$ cat src/hdl/plp_pkg.sv
// ----------------------------------------------------------------------------
// Power log line parser package
// Shared constants, the field layout table and the digit decode type.
// ----------------------------------------------------------------------------
package plp_pkg;

    localparam int unsigned POS_W   = 7;
    localparam int unsigned FIELD_W = 5;
    localparam int unsigned ACC_W   = 34;

    localparam logic [FIELD_W-1:0] NUM_FIELDS = 5'd17;
    localparam logic [FIELD_W-1:0] LAST_FIELD = 5'd16;
    localparam logic [FIELD_W-1:0] SUM_FIELD  = 5'd15;
    localparam logic [POS_W-1:0]   CHECK_SPAN = 7'd74;
    localparam logic [POS_W-1:0]   POS_MAX    = 7'd127;

    // One bit per field, set where the field carries hexadecimal digits.
    localparam logic [16:0] HEX_FIELDS = 17'h1C200;

    localparam logic [7:0] CHAR_LF    = 8'h0A;
    localparam logic [7:0] CHAR_CR    = 8'h0D;
    localparam logic [7:0] CHAR_COMMA = 8'h2C;

    typedef struct packed {
        logic       valid;
        logic       hex;
        logic [3:0] value;
    } digit_t;

    // Position of the terminating character of each field.
    function automatic logic [POS_W-1:0] field_end(input logic [FIELD_W-1:0] idx);
        logic [POS_W-1:0] pos;
        begin
            case (idx)
                5'd0:    pos = 7'd10;
                5'd1:    pos = 7'd16;
                5'd2:    pos = 7'd21;
                5'd3:    pos = 7'd27;
                5'd4:    pos = 7'd29;
                5'd5:    pos = 7'd35;
                5'd6:    pos = 7'd40;
                5'd7:    pos = 7'd46;
                5'd8:    pos = 7'd48;
                5'd9:    pos = 7'd51;
                5'd10:   pos = 7'd57;
                5'd11:   pos = 7'd62;
                5'd12:   pos = 7'd68;
                5'd13:   pos = 7'd70;
                5'd14:   pos = 7'd73;
                5'd15:   pos = 7'd76;
                5'd16:   pos = 7'd79;
                default: pos = POS_MAX;
            endcase
            return pos;
        end
    endfunction

endpackage

$ cat src/hdl/plp_char_decode.sv
// ----------------------------------------------------------------------------
// Power log line parser character decode
// Classifies one character as a decimal or hex digit for the current field.
// ----------------------------------------------------------------------------
module plp_char_decode (
    input  logic [7:0]                  char_in,
    input  logic [plp_pkg::FIELD_W-1:0] field_num,
    output plp_pkg::digit_t             digit
);
    import plp_pkg::*;

    logic hex;

    always_comb begin
        hex = (field_num < NUM_FIELDS) ? HEX_FIELDS[field_num] : 1'b0;
        digit.hex   = hex;
        digit.valid = 1'b0;
        digit.value = 4'd0;
        if (char_in >= 8'h30 && char_in <= 8'h39) begin
            digit.valid = 1'b1;
            digit.value = 4'(char_in - 8'h30);
        end else if (hex && char_in >= 8'h61 && char_in <= 8'h66) begin
            digit.valid = 1'b1;
            digit.value = 4'(char_in - 8'h57);
        end else if (hex && char_in >= 8'h41 && char_in <= 8'h46) begin
            digit.valid = 1'b1;
            digit.value = 4'(char_in - 8'h37);
        end
    end

endmodule

$ cat src/hdl/power_log_line_parser.sv
// ----------------------------------------------------------------------------
// Power log line parser
// Parses a fixed-layout 81-character telemetry line, CR and LF included, into 17 field values
// and checks its 8-bit sum and xor checksums.
// ----------------------------------------------------------------------------
//
//  channel   dir  beat contents
//  --------  ---  ------------------------------------------------------------
//  s_axis    in   tdata: one line character
//  m_axis    out  tdata: field value, checks and flags; tuser: field index;
//                 tlast: final field of the line
//
// One character is taken every cycle unless stalled as below. A character
// sits in the input register and its result, if any, is loaded into the
// result register as it leaves. When the result register holds a beat
// that is not taken, a character that ends a field waits in the input register
// and s_tready drops; characters that end no field still pass through.
// Reset (aresetn low, synchronous) empties both registers and clears the line
// state; an LF character does the same to the line state.
//
module power_log_line_parser (
    input  logic        aclk,
    input  logic        aresetn,
    input  logic        s_tvalid,
    output logic        s_tready,
    input  logic [7:0]  s_tdata,   // [7:0] data_byte
    output logic        m_tvalid,
    input  logic        m_tready,
    output logic [55:0] m_tdata,   // [33:0] field_value, [34] checksum_ok,
                                   // [35] format_ok, [43:36] sum_check,
                                   // [51:44] xor_check, [55:52] zero
    output logic [4:0]  m_tuser,   // [4:0] field_index
    output logic        m_tlast    // line_done
);
    import plp_pkg::*;

    // Input register.
    logic             in_valid_reg;
    logic [7:0]       in_data_reg;

    // Line state.
    logic [POS_W-1:0]   char_pos_reg,   char_pos_next;
    logic [ACC_W-1:0]   acc_reg,        acc_next;
    logic [FIELD_W-1:0] field_num_reg,  field_num_next;
    logic [7:0]         run_sum_reg,    run_sum_next;
    logic [7:0]         run_xor_reg,    run_xor_next;
    logic [7:0]         recv_sum_reg,   recv_sum_next;
    logic               fmt_err_reg,    fmt_err_next;

    // Result register.
    logic               out_valid_reg;
    logic [FIELD_W-1:0] out_index_reg;
    logic [ACC_W-1:0]   out_value_reg;
    logic               out_last_reg;
    logic               out_cksum_ok_reg;
    logic               out_fmt_ok_reg;
    logic [7:0]         out_sum_reg;
    logic [7:0]         out_xor_reg;

    digit_t             digit;
    logic               is_lf;
    logic               line_over;
    logic               at_end;
    logic               is_last;
    logic [7:0]         term_char;
    logic [7:0]         sum_chk;
    logic               cksum_ok;
    logic               has_result;
    logic               out_free;
    logic               proc_fire;
    logic [ACC_W-1:0]   acc_times10;
    logic [ACC_W-1:0]   acc_times16;

    plp_char_decode u_decode (
        .char_in   (in_data_reg),
        .field_num (field_num_reg),
        .digit     (digit)
    );

    always_comb begin
        is_lf     = (in_data_reg == CHAR_LF);
        line_over = (field_num_reg >= NUM_FIELDS);
        at_end    = !line_over && (char_pos_reg == field_end(field_num_reg));
        is_last   = (field_num_reg == LAST_FIELD);
        term_char = is_last ? CHAR_CR : CHAR_COMMA;

        // The checksums cover the first 74 characters of the line only.
        if (char_pos_reg < CHECK_SPAN) begin
            run_sum_next = 8'(run_sum_reg + in_data_reg);
            run_xor_next = run_xor_reg ^ in_data_reg;
        end else begin
            run_sum_next = run_sum_reg;
            run_xor_next = run_xor_reg;
        end
        sum_chk  = 8'(8'd0 - run_sum_next);
        cksum_ok = is_last && (sum_chk == recv_sum_reg)
                   && (acc_reg == {{(ACC_W-8){1'b0}}, run_xor_next});

        acc_times10 = ACC_W'({acc_reg, 3'b000} + {acc_reg, 1'b0} + {{(ACC_W-1){1'b0}}, 1'b0}
                             + ACC_W'(digit.value));
        acc_times16 = {acc_reg[ACC_W-5:0], digit.value};

        fmt_err_next   = fmt_err_reg;
        acc_next       = acc_reg;
        field_num_next = field_num_reg;
        recv_sum_next  = recv_sum_reg;
        if (line_over) begin
            // Anything but LF after the final CR is a format error.
            fmt_err_next = 1'b1;
        end else if (at_end) begin
            if (in_data_reg != term_char) begin
                fmt_err_next = 1'b1;
            end
            if (field_num_reg == SUM_FIELD) begin
                recv_sum_next = acc_reg[7:0];
            end
            acc_next       = '0;
            field_num_next = 5'(field_num_reg + 5'd1);
        end else if (!digit.valid) begin
            fmt_err_next = 1'b1;
        end else begin
            acc_next = digit.hex ? acc_times16 : acc_times10;
        end

        char_pos_next = (char_pos_reg < POS_MAX) ? 7'(char_pos_reg + 7'd1) : char_pos_reg;

        // LF restarts the line and gives no result.
        if (is_lf) begin
            char_pos_next  = '0;
            acc_next       = '0;
            field_num_next = '0;
            run_sum_next   = '0;
            run_xor_next   = '0;
            recv_sum_next  = '0;
            fmt_err_next   = 1'b0;
        end

        has_result = at_end && !is_lf;
        out_free   = !out_valid_reg || m_tready;
        proc_fire  = in_valid_reg && (!has_result || out_free);
    end

    assign s_tready = !in_valid_reg || proc_fire;

    always_ff @(posedge aclk) begin
        if (!aresetn) begin
            in_valid_reg  <= 1'b0;
            out_valid_reg <= 1'b0;
            char_pos_reg  <= '0;
            acc_reg       <= '0;
            field_num_reg <= '0;
            run_sum_reg   <= '0;
            run_xor_reg   <= '0;
            recv_sum_reg  <= '0;
            fmt_err_reg   <= 1'b0;
        end else begin
            if (s_tvalid && s_tready) begin
                in_valid_reg <= 1'b1;
                in_data_reg  <= s_tdata;
            end else if (proc_fire) begin
                in_valid_reg <= 1'b0;
            end

            if (proc_fire) begin
                char_pos_reg  <= char_pos_next;
                acc_reg       <= acc_next;
                field_num_reg <= field_num_next;
                run_sum_reg   <= run_sum_next;
                run_xor_reg   <= run_xor_next;
                recv_sum_reg  <= recv_sum_next;
                fmt_err_reg   <= fmt_err_next;
            end

            if (proc_fire && has_result) begin
                out_valid_reg    <= 1'b1;
                out_index_reg    <= field_num_reg;
                out_value_reg    <= acc_reg;
                out_last_reg     <= is_last;
                out_cksum_ok_reg <= cksum_ok;
                out_fmt_ok_reg   <= !fmt_err_next;
                out_sum_reg      <= sum_chk;
                out_xor_reg      <= run_xor_next;
            end else if (m_tready) begin
                out_valid_reg <= 1'b0;
            end
        end
    end

    assign m_tvalid = out_valid_reg;
    assign m_tdata  = {4'b0000, out_xor_reg, out_sum_reg, out_fmt_ok_reg,
                       out_cksum_ok_reg, out_value_reg};
    assign m_tuser  = out_index_reg;
    assign m_tlast  = out_last_reg;

`ifndef SYNTH
    a_last_is_final_field: assert property (@(posedge aclk) disable iff (!aresetn)
        m_tvalid && m_tlast |-> m_tuser == LAST_FIELD)
        else $error("line end flagged on a field other than the last");

    a_cksum_only_on_last: assert property (@(posedge aclk) disable iff (!aresetn)
        m_tvalid && m_tdata[34] |-> m_tlast)
        else $error("checksum match reported before the final field");

    a_field_num_bound: assert property (@(posedge aclk) disable iff (!aresetn)
        field_num_reg <= NUM_FIELDS)
        else $error("field counter ran past the line");

    a_lf_restarts: assert property (@(posedge aclk) disable iff (!aresetn)
        proc_fire && is_lf |=> char_pos_reg == '0 && field_num_reg == '0 && !fmt_err_reg)
        else $error("LF did not restart the line");

    a_fmt_err_sticky: assert property (@(posedge aclk) disable iff (!aresetn)
        fmt_err_reg && !(proc_fire && is_lf) |=> fmt_err_reg)
        else $error("format error cleared without LF");
`endif

endmodule

$ cat config.mk
export PLATFORM = sky130hd
export DESIGN_NAME = power_log_line_parser
export DESIGN_NICKNAME = d
export VERILOG_FILES = /design/src/hdl/plp_pkg.sv /design/src/hdl/plp_char_decode.sv /design/src/hdl/power_log_line_parser.sv
export SDC_FILE = /design/constraint.sdc
export NUM_CORES = 1
export LEC_CHECK = 0
export ABC_CLOCK_PERIOD_IN_PS = 10500
export BUFFER_PORTS_ARGS = -buffer_cell sky130_fd_sc_hd__buf_2
export CORE_UTILIZATION = 40
export CTS_CLUSTER_SIZE = 14
export DETAILED_ROUTE_END_ITERATION = 10
export GPL_TIMING_DRIVEN = 0
export PLACE_DENSITY = 0.56
export SLEW_MARGIN = 5
export SYNTH_ARGS = -nofsm -noshare
export SYNTH_HDL_FRONTEND = slang
export SYNTH_SLANG_ARGS = --single-unit
$ cat constraint.sdc
create_clock -name aclk -period 10.5 [get_ports aclk]
set_clock_uncertainty 0.1 [all_clocks]
set_input_delay 1.575 -clock aclk [delete_from_list [all_inputs] [get_ports aclk]]
set_output_delay 1.575 -clock aclk [all_outputs]
set_load 0.05 [all_outputs]
==> results.tsv, run 1 <==
stage	metric	value	unit
synth	synth.yosys.seq_area_share	41.8	%
timing	slew_headroom	33.7	%
synth	synth_top_area_cell	edfxtp_1	
detailed_routing	drc	0	
detailed_routing	final_antenna_net_count	0	
worst_setup_path	critPathCaptureType	flip-flop	
min_path	hold_class	flip-flop to flip-flop	
timing	finalSetupViolations	0	
floorplanning	io_pins	76	
floorplanning	initial_core_util	40.9	%
placement	pre_cts_ws	5120	ps
cts	cts_setup_buffers	0	
global_routing	grt_use_met1	29.8	%
cells_and_area	drive_gt1_share	12.8	%
synth	synth-seq-cells	147	
synth	yosysMostFrequentCell	nor2_1	
detailed_routing	firstDrtPassIters	5	
cells_and_area	syn2layout_area_growth	15.9	%
timing	fin_tns_setup	0	ps
cts	cts.sinks	147	
worst_setup_path	worstPathRequired	10690	ps
global_routing	grt_pass1_wl	34700	um
cts	cts_hold_buf	0	
placement	io_buffers	71	
power	vdd.ir_drop.worst	0.106	mV
timing	worstMarginPinSlew	982	ps
timing	drv_slew	0	
power	powerDensity	135	nW/um^2
synth	async_flop_share	0	%
synth	synth_top_area_share	23.0	%
cts	cts_resized	0	
power	power_leakage	4.40	nW
cts	htreeDepth	4	
detailed_routing	wl_per_cell	17.1	um
worst_setup_path	cp-start-kind	flip-flop	
cts	root_buffer	clkbuf_16	
synth	syn_area	8620	um^2
placement	dpl.hpwl	16000	um
timing	finalHoldViolations	0	
detailed_routing	first_iter_violations	571	
floorplanning	rows	53	
global_routing	grt_max_degree	34	
floorplanning	die_area	22100	um^2
cells_and_area	post-route-util	47.4	%
cells_and_area	final-seq-area	3600	um^2
synth	ys_top_cells_by_area	edfxtp_1 23%, dfxtp_1 19%, ha_1 12%	
synth	synth_ff_type	dfxtp_1	
detailed_routing	num_vias	7013	
global_routing	antenna_found_initial	0	
placement	place_congestion	0.894	
synth	synth_edf_count	66	
synth	synth_commonest_cells	96 x nor2_1, 85 x ha_1, 81 x dfxtp_1, 66 x edfxtp_1, 63 x nand2_1	
cts	path_clk_slew	60	ps
timing	fin_crit	5400	ps
cts	clockBufferDepth	2	
detailed_routing	wirelength	21800	um
global_routing	grt_overflow_total	0	
global_routing	first_global_vias	6414	
cts	cts_buffers	17	
synth	post_synth_inst_count	896	
detailed_routing	via_per_inst	5.48	
synth	yosysWarnings	0	
worst_setup_path	path_class	flip-flop to flip-flop	
global_routing	grt_use_met3	3.55	%
cells_and_area	multiInputGateArea	4740	um^2
cts	cts_tree	built	
synth	syn_area_per_cell	9.62	um^2
floorplanning	fp.dieW	149	um
cells_and_area	fin_nets	1091	
global_routing	busiest_layer	met2	
cells_and_area	n_fill_cell	2061	
timing	fmax	185	MHz
cts	clock_latency	430	ps
global_routing	grt_usage	20.5	%
floorplanning	core_area	21100	um^2
worst_setup_path	worstPathMaxFanout	9	
floorplanning	die_y	149	um
global_routing	gr-usage-met2	30.8	%
timing	layout_setup_ws	5100	ps
timing	period_share	51.4	%
cells_and_area	diodes	0	
outcome	status	finished, final reports clean	
worst_setup_path	worst_ep_arrival_time	5580	ps
synth	synth.distinct_cells	70	
timing	rsz0062_at_grt	false	
job	maxCapViolCount	0	
## report_power, final
group | internal [W] | switching (W) | leakage, nW
logic | 0.0000368 | 0.0000622 | 2.76
registers | 0.000604 | 0.00000914 | 1.35
clock network | 0.000377 | 0.000261 | 0.291
## cells by family (layout without fill, tap and decap cells)
kind of cell    count (synthesis)  in the layout  synth area share [%]
xor+xnor                       77             77                  7.98
other cells                     1              4                0.0435
compound gates                229            229                  17.2
fa+ha+maj                      88             88                  13.0
flops                         147            147                  41.8
simple gates                  274            274                  15.5
buf+inv                        72            177                  3.50
mux                             8              8                 0.943
## critical path, stage by stage, from the launching register on
cell and delay (ps):
edfxtp_1 580, inv_1 180, ha_1 170, o21bai_1 80
a2111oi_2 750, o22ai_1 260, fa_1 520, inv_1 70
ha_1 280, a21oi_1 80, o211ai_1 310, nand3_1 150
a21oi_1 390, a21oi_1 200, or4b_2 690, a31oi_1 210
xnor2_1 140, o22ai_1 90
## placed cells by master (no fill, tap or decap), types with 4 or more instances in the layout
cell type  Yosys  routed
nor2_1        96      95
ha_1          85      85
dfxtp_1       81      81
buf_2          4      75
edfxtp_1      66      66
nand2_1       63      63
a21oi_1       59      59
o21ai_0       48      48
xor2_1        38      38
xnor2_1       38      38
a22oi_1       37      37
inv_1         33      33
clkbuf_1      25      26
nand3_1       23      23
nor3_1        18      18
clkbuf_16      0      17
a21o_1        13      13
a31oi_1       13      13
nand4_1       12      12
nor4_1        10      10
and2_1         7       7
buf_4          7       7
nor2b_1        7       7
mux2i_1        7       7
nand2b_1       7       7
and3_1         7       7
o211ai_1       6       6
a211oi_1       6       6
a222oi_1       6       6
o21bai_1       5       5
o2111ai_1      4       4
o21a_1         4       4
conb_1         1       4
## layer usage
metal  share of wire [%]  vias up
met4                 1.4        0
met1                  51     3355
li1                    -     3485
met2                  44      149
met5                   0        -
met3                 3.4       24
## through the flow
| stage | std cells | cell area (um^2) | hold WS [ps] | power (W) |
|---|---|---|---|---|
| after floorplan | 899 | 8630 | 332 | 0.000695 |
| after global placement | 1245 | 9330 | 386 | 0.000723 |
| after detailed placement | 1247 | 9390 | 403 | 0.000724 |
| after CTS | 1279 | 10000 | 417 | 0.00136 |
| after global routing | 1279 | 10000 | 430 | 0.00139 |
| final | 1279 | 10000 | 416 | 0.00135 |
## layout make-up
class / instances / share of cell area (%)
Timing Repair Buffer: 73 / 4.03
Multi-Input combinational cell: 680 / 47.4
Buffer: 38 / 1.74
Clock buffer: 18 / 4.29
Clock inverter: 14 / 1.78
Tap cell: 275 / 3.44
Inverter: 34 / 1.28
Sequential cell: 147 / 36.0
## path summary, 6_finish.rpt
kind	startpoint	end	slack, ps	depth (start not counted)
setup / recovery	in_data_reg[1]	acc_reg[33]	5100	17
hold / removal	run_xor_reg[4]	run_xor_reg[4]	420	2
setup reg to reg	in_data_reg[1]	acc_reg[33]	5100	17
hold reg to reg	run_xor_reg[4]	run_xor_reg[4]	420	2
No activity file was read; power rests on OpenSTA's default activity.
==> run 2: changes to the inputs <==
--- a/config.mk
+++ b/config.mk
@@ -5,7 +5,7 @@
 export SDC_FILE = /design/constraint.sdc
 export NUM_CORES = 1
 export LEC_CHECK = 0
-export ABC_CLOCK_PERIOD_IN_PS = 10500
+export ABC_CLOCK_PERIOD_IN_PS = 5200
 export BUFFER_PORTS_ARGS = -buffer_cell sky130_fd_sc_hd__buf_2
 export CORE_UTILIZATION = 40
 export CTS_CLUSTER_SIZE = 14
==> constraint.sdc (replaced) <==
create_clock -name aclk -period 5.2 [get_ports aclk]
set_clock_uncertainty 0.1 [all_clocks]
set_input_delay 0.78 -clock aclk [delete_from_list [all_inputs] [get_ports aclk]]
set_output_delay 0.78 -clock aclk [all_outputs]
set_load 0.05 [all_outputs]
==> run 2 against run 1 <==
Against the previous run: critical endpoint is now acc_reg[26]; non-clock buffer count grew 4; wire length grew 0.66%; sequential share of layout area shrank 0.31 points; clock-buffer cell count unchanged; setup slack worse by 4900 ps; maximum frequency grew 9.0%; critical path depth grew 2; worst hold slack about the same; core utilization is 0.41 points higher; register-to-register slack lost 4900 ps.
==> results.tsv, run 2 (synthesis gave the netlist of run 1 again) <==
stage	metric	value	unit	change
power	clockPowerShare	47.1	%	-0.2 points
cells_and_area	instances_no_fill	1283		+0.31%
worst_setup_path	crit_family	compound AO/OA/AOI/OAI gates		
cells_and_area	final_common_cell	nor2_1		
global_routing	grt_max_degree	34		unchanged
worst_setup_path	r2r-end	acc_reg[26]		
worst_setup_path	crit_path_start	in_data_reg[0]		
cells_and_area	fin_nets	1095		+0.37%
power	p_comb_share	7.5	%	+0.2 points
worst_setup_path	crit_chain	inv_2 -> ha_1 -> or3b_2 -> and4_1 -> buf_4 -> a21o_1 -> a22o_1 -> ha_1 -> ha_1 -> fa_1 -> a21oi_1 -> o21ai_0 -> a21oi_2 -> o2111ai_2 -> a31oi_4 -> o31ai_1 -> xor2_1 -> a222oi_1 -> nor2_1		
worst_setup_path	worstPathRequired	5400	ps	-5290 ps
timing	worstMarginPinSlew	1000	ps	+21.6 ps
worst_setup_path	path_class	flip-flop to flip-flop		
placement	dpl.hpwl	16000	um	unchanged
timing	timing.hold.ws	417	ps	+0.225 ps
placement	io_buffers	71		unchanged
worst_setup_path	crit_path_top_delay_cell	edfxtp_1		
timing	period_share	95.2	%	+44 points
power	power.switching	0.000671	W	+100%
power	power_leakage	4.43	nW	+0.59%
worst_setup_path	cp-start-kind	flip-flop		
power	powerDensity	271	nW/um^2	+100%
detailed_routing	wl_per_cell	17.1	um	+0.35%
floorplanning	core_area	21100	um^2	unchanged
worst_setup_path	r2r-start	in_data_reg[0]		
cts	htreeDepth	4		unchanged
worst_setup_path	critical_path.endpoint	acc_reg[26]		
detailed_routing	via_per_inst	5.46		-0.47%
worst_setup_path	critPathCaptureType	flip-flop		
cells_and_area	final-seq-area	3600	um^2	unchanged
cts	cts.sinks	147		unchanged
worst_setup_path	r2r_slack	250	ps	-4850 ps
floorplanning	io_pins	76		unchanged
cells_and_area	diodes	0		unchanged
detailed_routing	drc	0		unchanged
min_path	hold_class	flip-flop to flip-flop		
power	vdd.ir_drop.worst	0.211	mV	+100%
worst_setup_path	worst_ep_arrival_time	5150	ps	-430 ps
timing	fin_crit	4950	ps	-445 ps
power	swShare	24.6	%	-0.025 points
global_routing	antenna_found_initial	0		unchanged
global_routing	grt_overflow_total	0		unchanged
cells_and_area	final_cell_mix	95 x nor2_1, 85 x ha_1, 81 x dfxtp_1		
timing	fin_tns_setup	0	ps	unchanged
cts	cts_buffers	17		unchanged
timing	slew_headroom	32.2	%	-1.5 points
floorplanning	initial_core_util	40.9	%	unchanged
detailed_routing	first_iter_violations	479		-16%
outcome	status	finished, final reports clean		
placement	place_congestion	0.894		unchanged
detailed_routing	firstDrtPassIters	5		unchanged
timing	rsz0062_at_grt	false		
worst_setup_path	path_common_cell	ha_1		
power	power.total	0.00273	W	+100%
detailed_routing	wirelength	22000	um	+0.66%
cts	clockBufferDepth	2		unchanged
global_routing	first_global_vias	6434		+0.31%
cells_and_area	drive_gt1_share	13.7	%	+0.84 points
detailed_routing	final_antenna_net_count	0		unchanged
cells_and_area	syn2layout_area_growth	16.9	%	
floorplanning	rows	53		unchanged
timing	fmax	202	MHz	+9.0%
timing	finalHoldViolations	0		unchanged
power	internal_power	0.00206	W	+100%
cts	cts_tree	built		
worst_setup_path	reg2regPathDepth	19		+2
job	maxCapViolCount	0		unchanged
timing	drv_slew	0		unchanged
detailed_routing	num_vias	7002		-0.16%
cells_and_area	n_fill_cell	2054		-0.34%
cts	path_clk_slew	60	ps	about the same
worst_setup_path	worstPathMaxFanout	6		-3
worst_setup_path	max_stage_delay	520	ps	-230 ps
floorplanning	fp.dieW	149	um	unchanged
floorplanning	die_area	22100	um^2	unchanged
power	seqPwrFrac	45.4	%	about the same
cells_and_area	post-route-util	47.8	%	+0.41 points
timing	finalSetupViolations	0		unchanged
global_routing	grt_pass1_wl	34900	um	+0.48%
floorplanning	die_y	149	um	unchanged
global_routing	grt_usage	20.6	%	+0.099 points
cts	root_buffer	clkbuf_16		
cells_and_area	multiInputGateArea	4790	um^2	+1.2%
worst_setup_path	critPathBufInv	2		unchanged
cts	cts_hold_buf	0		unchanged
cts	clock_latency	430	ps	about the same
worst_setup_path	crit_cells	19		+2
placement	place_inst	1247		unchanged
## run 2: cell count changes in the layout (fill, tap and decap cells not counted), sizes merged
cell / delta
buf: +4
## run 2: final cells by class
class	instances	area share, %
Inverter	34	1.27
Clock inverter	14	1.76
Timing Repair Buffer	77	4.29
Clock buffer	18	4.26
Buffer	38	1.72
Tap cell	275	3.41
Sequential cell	147	35.7
Multi-Input combinational cell	680	47.5
## run 2: worst min path at each step
stage	startpoint	end	slack, ps	cells past startpoint
global route	s_tdata[2]	in_data_reg[2]	400	1
detailed placement	run_xor_reg[4]	run_xor_reg[4]	400	2
finish	run_xor_reg[4]	run_xor_reg[4]	420	2
floorplan	acc_reg[33]	out_value_reg[33]	330	0
global placement	run_xor_reg[2]	run_xor_reg[2]	390	2
CTS	s_tdata[2]	in_data_reg[2]	410	1
## run 2: per-layer routing
| metal | vias up | global-route usage, % | share of wire [%] |
|---|---|---|---|
| met2 | 141 | 30.8 | 44 |
| met1 | 3346 | 30.0 | 51 |
| met4 | 0 | 6.17 | 1.6 |
| met5 | - | 0 | 0 |
| met3 | 26 | 3.55 | 3.8 |
| li1 | 3489 | - | - |
## run 2: power groups by stage
| stage | logic [W] | clock network, W | registers, W |
|---|---|---|---|
| global route | 0.000223 | 0.00136 | 0.00124 |
| floorplan | 0.000146 | 0 | 0.00126 |
| global placement | 0.000196 | 0 | 0.00126 |
| CTS | 0.000202 | 0.00130 | 0.00124 |
| finish | 0.000205 | 0.00129 | 0.00124 |
| detailed placement | 0.000197 | 0 | 0.00126 |
## run 2: metrics by stage
stage                     worst slack, ps  area (um^2)
after floorplan                       589         8630
after global placement              -1100         9330
after detailed placement             -179         9390
after CTS                            5.65        10000
after global routing                 5.43        10100
final                                 250        10100
## run 2: worst register-to-register path, delay by kind of cell (launching register included)
kind | cells | cell delay [ps]
buf+inv | 2 | 300
flops | 1 | 520
simple gates | 3 | 670
xor+xnor | 1 | 160
compound gates | 9 | 1980
fa+ha+maj | 4 | 1090
## run 2: timing repair
item	4_1_cts	5_1_grt
buffers inserted	1	3
resized for setup	3	6
pin swaps	0	6
hold endpoints to repair	0	0
endpoints found under the setup margin	6	12
==> run 3: changes to the inputs <==
--- a/config.mk
+++ b/config.mk
@@ -5,7 +5,7 @@
 export SDC_FILE = /design/constraint.sdc
 export NUM_CORES = 1
 export LEC_CHECK = 0
-export ABC_CLOCK_PERIOD_IN_PS = 5200
+export ABC_CLOCK_PERIOD_IN_PS = 5100
 export BUFFER_PORTS_ARGS = -buffer_cell sky130_fd_sc_hd__buf_2
 export CORE_UTILIZATION = 40
 export CTS_CLUSTER_SIZE = 14
==> constraint.sdc (replaced) <==
create_clock -name aclk -period 5.1 [get_ports aclk]
set_clock_uncertainty 0.1 [all_clocks]
set_input_delay 0.765 -clock aclk [delete_from_list [all_inputs] [get_ports aclk]]
set_output_delay 0.765 -clock aclk [all_outputs]
set_load 0.05 [all_outputs]
==> run 3 against run 2 <==
Against the previous run: non-clock buffer count rose by 4; sequential power barely moved; wire length rose by 0.43%; core utilization rose by 0.20 points; sequential share of layout area fell by 0.15 points; first-iteration DRC count rose by 8.4%; largest power group unchanged.
==> results.tsv, run 3 (synthesis gave the netlist of run 1 again) <==
stage	metric	value	unit	change
outcome	status	finished, final reports clean		
floorplanning	io_pins	76		unchanged
timing	fin_crit	4830	ps	-120 ps
power	seqPwrFrac	45.3	%	about the same
worst_setup_path	cp-start-kind	flip-flop		
detailed_routing	via_per_inst	5.46		about the same
cts	root_buffer	clkbuf_16		
timing	finalSetupViolations	0		unchanged
global_routing	first_global_vias	6443		+0.14%
power	power_leakage	4.45	nW	+0.40%
worst_setup_path	worstPathMaxFanout	6		unchanged
detailed_routing	met3_length	874	um	+4.2%
floorplanning	die_area	22100	um^2	unchanged
worst_setup_path	crit_path_top_delay_cell	edfxtp_1		
power	clockPowerShare	47.0	%	about the same
placement	place_congestion	0.894		unchanged
detailed_routing	highest_layer	met4		
timing	fmax	207	MHz	+2.5%
placement	placed_area	9390	um^2	unchanged
floorplanning	fp.dieW	149	um	unchanged
timing	rsz0062_at_grt	false		
timing	period_share	94.7	%	-0.49 points
worst_setup_path	worst_ep_arrival_time	5030	ps	-120 ps
global_routing	grt_pass1_wl	34900	um	+0.12%
power	p_comb_share	7.7	%	+0.2 points
timing	worstMarginPinSlew	999	ps	-4.12 ps
detailed_routing	drc	0		unchanged
global_routing	grt_usage	20.6	%	+0.026 points
floorplanning	rows	53		unchanged
cells_and_area	fin_nets	1099		+0.37%
placement	pre_cts_ws	-279	ps	-100 ps
timing	layout_setup_ws	270	ps	+20.2 ps
detailed_routing	final_antenna_net_count	0		unchanged
cells_and_area	final_common_cell	nor2_1		
cts	cts_buffers	17		unchanged
timing	drv_slew	0		unchanged
detailed_routing	met1Wirelength	11100	um	-0.14%
worst_setup_path	worstPathRequired	5300	ps	-100 ps
global_routing	grt_overflow_total	0		unchanged
detailed_routing	wl_per_cell	17.1	um	+0.12%
cells_and_area	instances_no_fill	1287		+0.31%
power	power.switching	0.000684	W	+1.9%
cts	clockBufferDepth	2		unchanged
global_routing	grt_max_degree	34		unchanged
worst_setup_path	path_common_cell	ha_1		
worst_setup_path	critPathBufInv	2		unchanged
worst_setup_path	crit_chain	inv_2 -> ha_1 -> or3b_2 -> and4_1 -> buf_4 -> a21o_1 -> a22o_1 -> ha_1 -> ha_1 -> fa_2 -> a21oi_2 -> o21ai_0 -> a21oi_2 -> o2111ai_2 -> a31oi_4 -> o31ai_1 -> xor2_1 -> a222oi_1 -> nor2_1		
detailed_routing	num_vias	7024		+0.31%
power	swShare	24.6	%	about the same
placement	io_buffers	71		unchanged
cts	path_clk_slew	60	ps	about the same
cts	cts_tree	built		
timing	timing.hold.ws	406	ps	-10.3 ps
worst_setup_path	max_stage_delay	500	ps	-20 ps
timing	finalHoldViolations	0		unchanged
cts	clock_latency	430	ps	about the same
min_path	hold_class	primary input to flip-flop		
detailed_routing	wirelength	22100	um	+0.43%
job	maxCapViolCount	0		unchanged
detailed_routing	firstDrtPassIters	5		unchanged
power	internal_power	0.00210	W	+2.1%
placement	dpl.hpwl	16000	um	unchanged
global_routing	antenna_found_initial	0		unchanged
cts	cts.sinks	147		unchanged
cells_and_area	drive_gt1_share	14.3	%	+0.64 points
detailed_routing	wl_met2	9750	um	+1.2%
power	powerDensity	275	nW/um^2	+1.6%
worst_setup_path	crit_family	compound AO/OA/AOI/OAI gates		
detailed_routing	first_iter_violations	519		+8.4%
cells_and_area	final_cell_mix	95 x nor2_1, 85 x ha_1, 81 x dfxtp_1		
worst_setup_path	critPathCaptureType	flip-flop		
timing	slew_headroom	32.5	%	+0.28 points
cts	htreeDepth	4		unchanged
worst_setup_path	path_class	flip-flop to flip-flop		
cells_and_area	fin_area	10100	um^2	+0.42%
cells_and_area	diodes	0		unchanged
placement	place_inst	1247		unchanged
floorplanning	die_y	149	um	unchanged
floorplanning	initial_core_util	40.9	%	unchanged
power	vdd.ir_drop.worst	0.217	mV	+2.7%
cells_and_area	syn2layout_area_growth	17.4	%	
power	power.total	0.00279	W	+2.0%
floorplanning	core_area	21100	um^2	unchanged
run 3: cell count changes in the layout (fill, tap and decap cells not counted), sizes merged:
cell / before / now
buf: 90 / 94
run 3: worst reg2reg max path: cells and delay by family, from the launching register on:
family	cells	cell delay, ps
simple gates	3	670
compound gates	9	1930
fa+ha+maj	4	1040
buf+inv	2	290
flops	1	500
xor+xnor	1	170
run 3: metrics by stage:
| step | util (%) | setup TNS, ps |
|---|---|---|
| finish | 48.0 | 0 |
| global route | 48.0 | 0 |
| CTS | 47.6 | 0 |
| detailed placement | 44.5 | -1130 |
| global placement | 44.3 | -68920 |
| floorplan | - | 0 |
run 3: final timing paths:
| path | start | to | slack [ps] | depth (start not counted) |
|---|---|---|---|---|
| setup / recovery | in_data_reg[0] | acc_reg[26] | 270 | 19 |
| hold / removal | s_tdata[2] | in_data_reg[2] | 410 | 1 |
| setup reg to reg | in_data_reg[0] | acc_reg[26] | 270 | 19 |
| hold reg to reg | run_xor_reg[4] | run_xor_reg[4] | 420 | 2 |
run 3: power by group through the flow:
stage / clock network (W) / logic [W] / registers [W]
after global routing: 0.00138 / 0.000230 / 0.00126
after global placement: 0 / 0.000199 / 0.00129
final: 0.00131 / 0.000213 / 0.00126
after CTS: 0.00133 / 0.000208 / 0.00126
after floorplan: 0 / 0.000149 / 0.00128
after detailed placement: 0 / 0.000201 / 0.00129
run 3: layout make-up:
type	instances	area, um^2
Tap cell	275	344
Multi-Input combinational cell	680	4810
Timing Repair Buffer	81	463
Fill cell	2054	11000
Buffer	38	174
Inverter	34	128
Sequential cell	147	3600
Clock inverter	14	178
Clock buffer	18	429
run 3: what timing repair did:
item,CTS,global route
setup buffers,3,5
resized for setup,4,8
hold buffers,0,0
endpoints found under the setup margin,9,11
pin swaps,2,7
run 3: metal layers:
metal	vias up	GRT usage, %
met4	0	6.17
li1	3498	-
met3	22	3.55
met1	3348	30.1
met2	156	30.9
met5	-	0
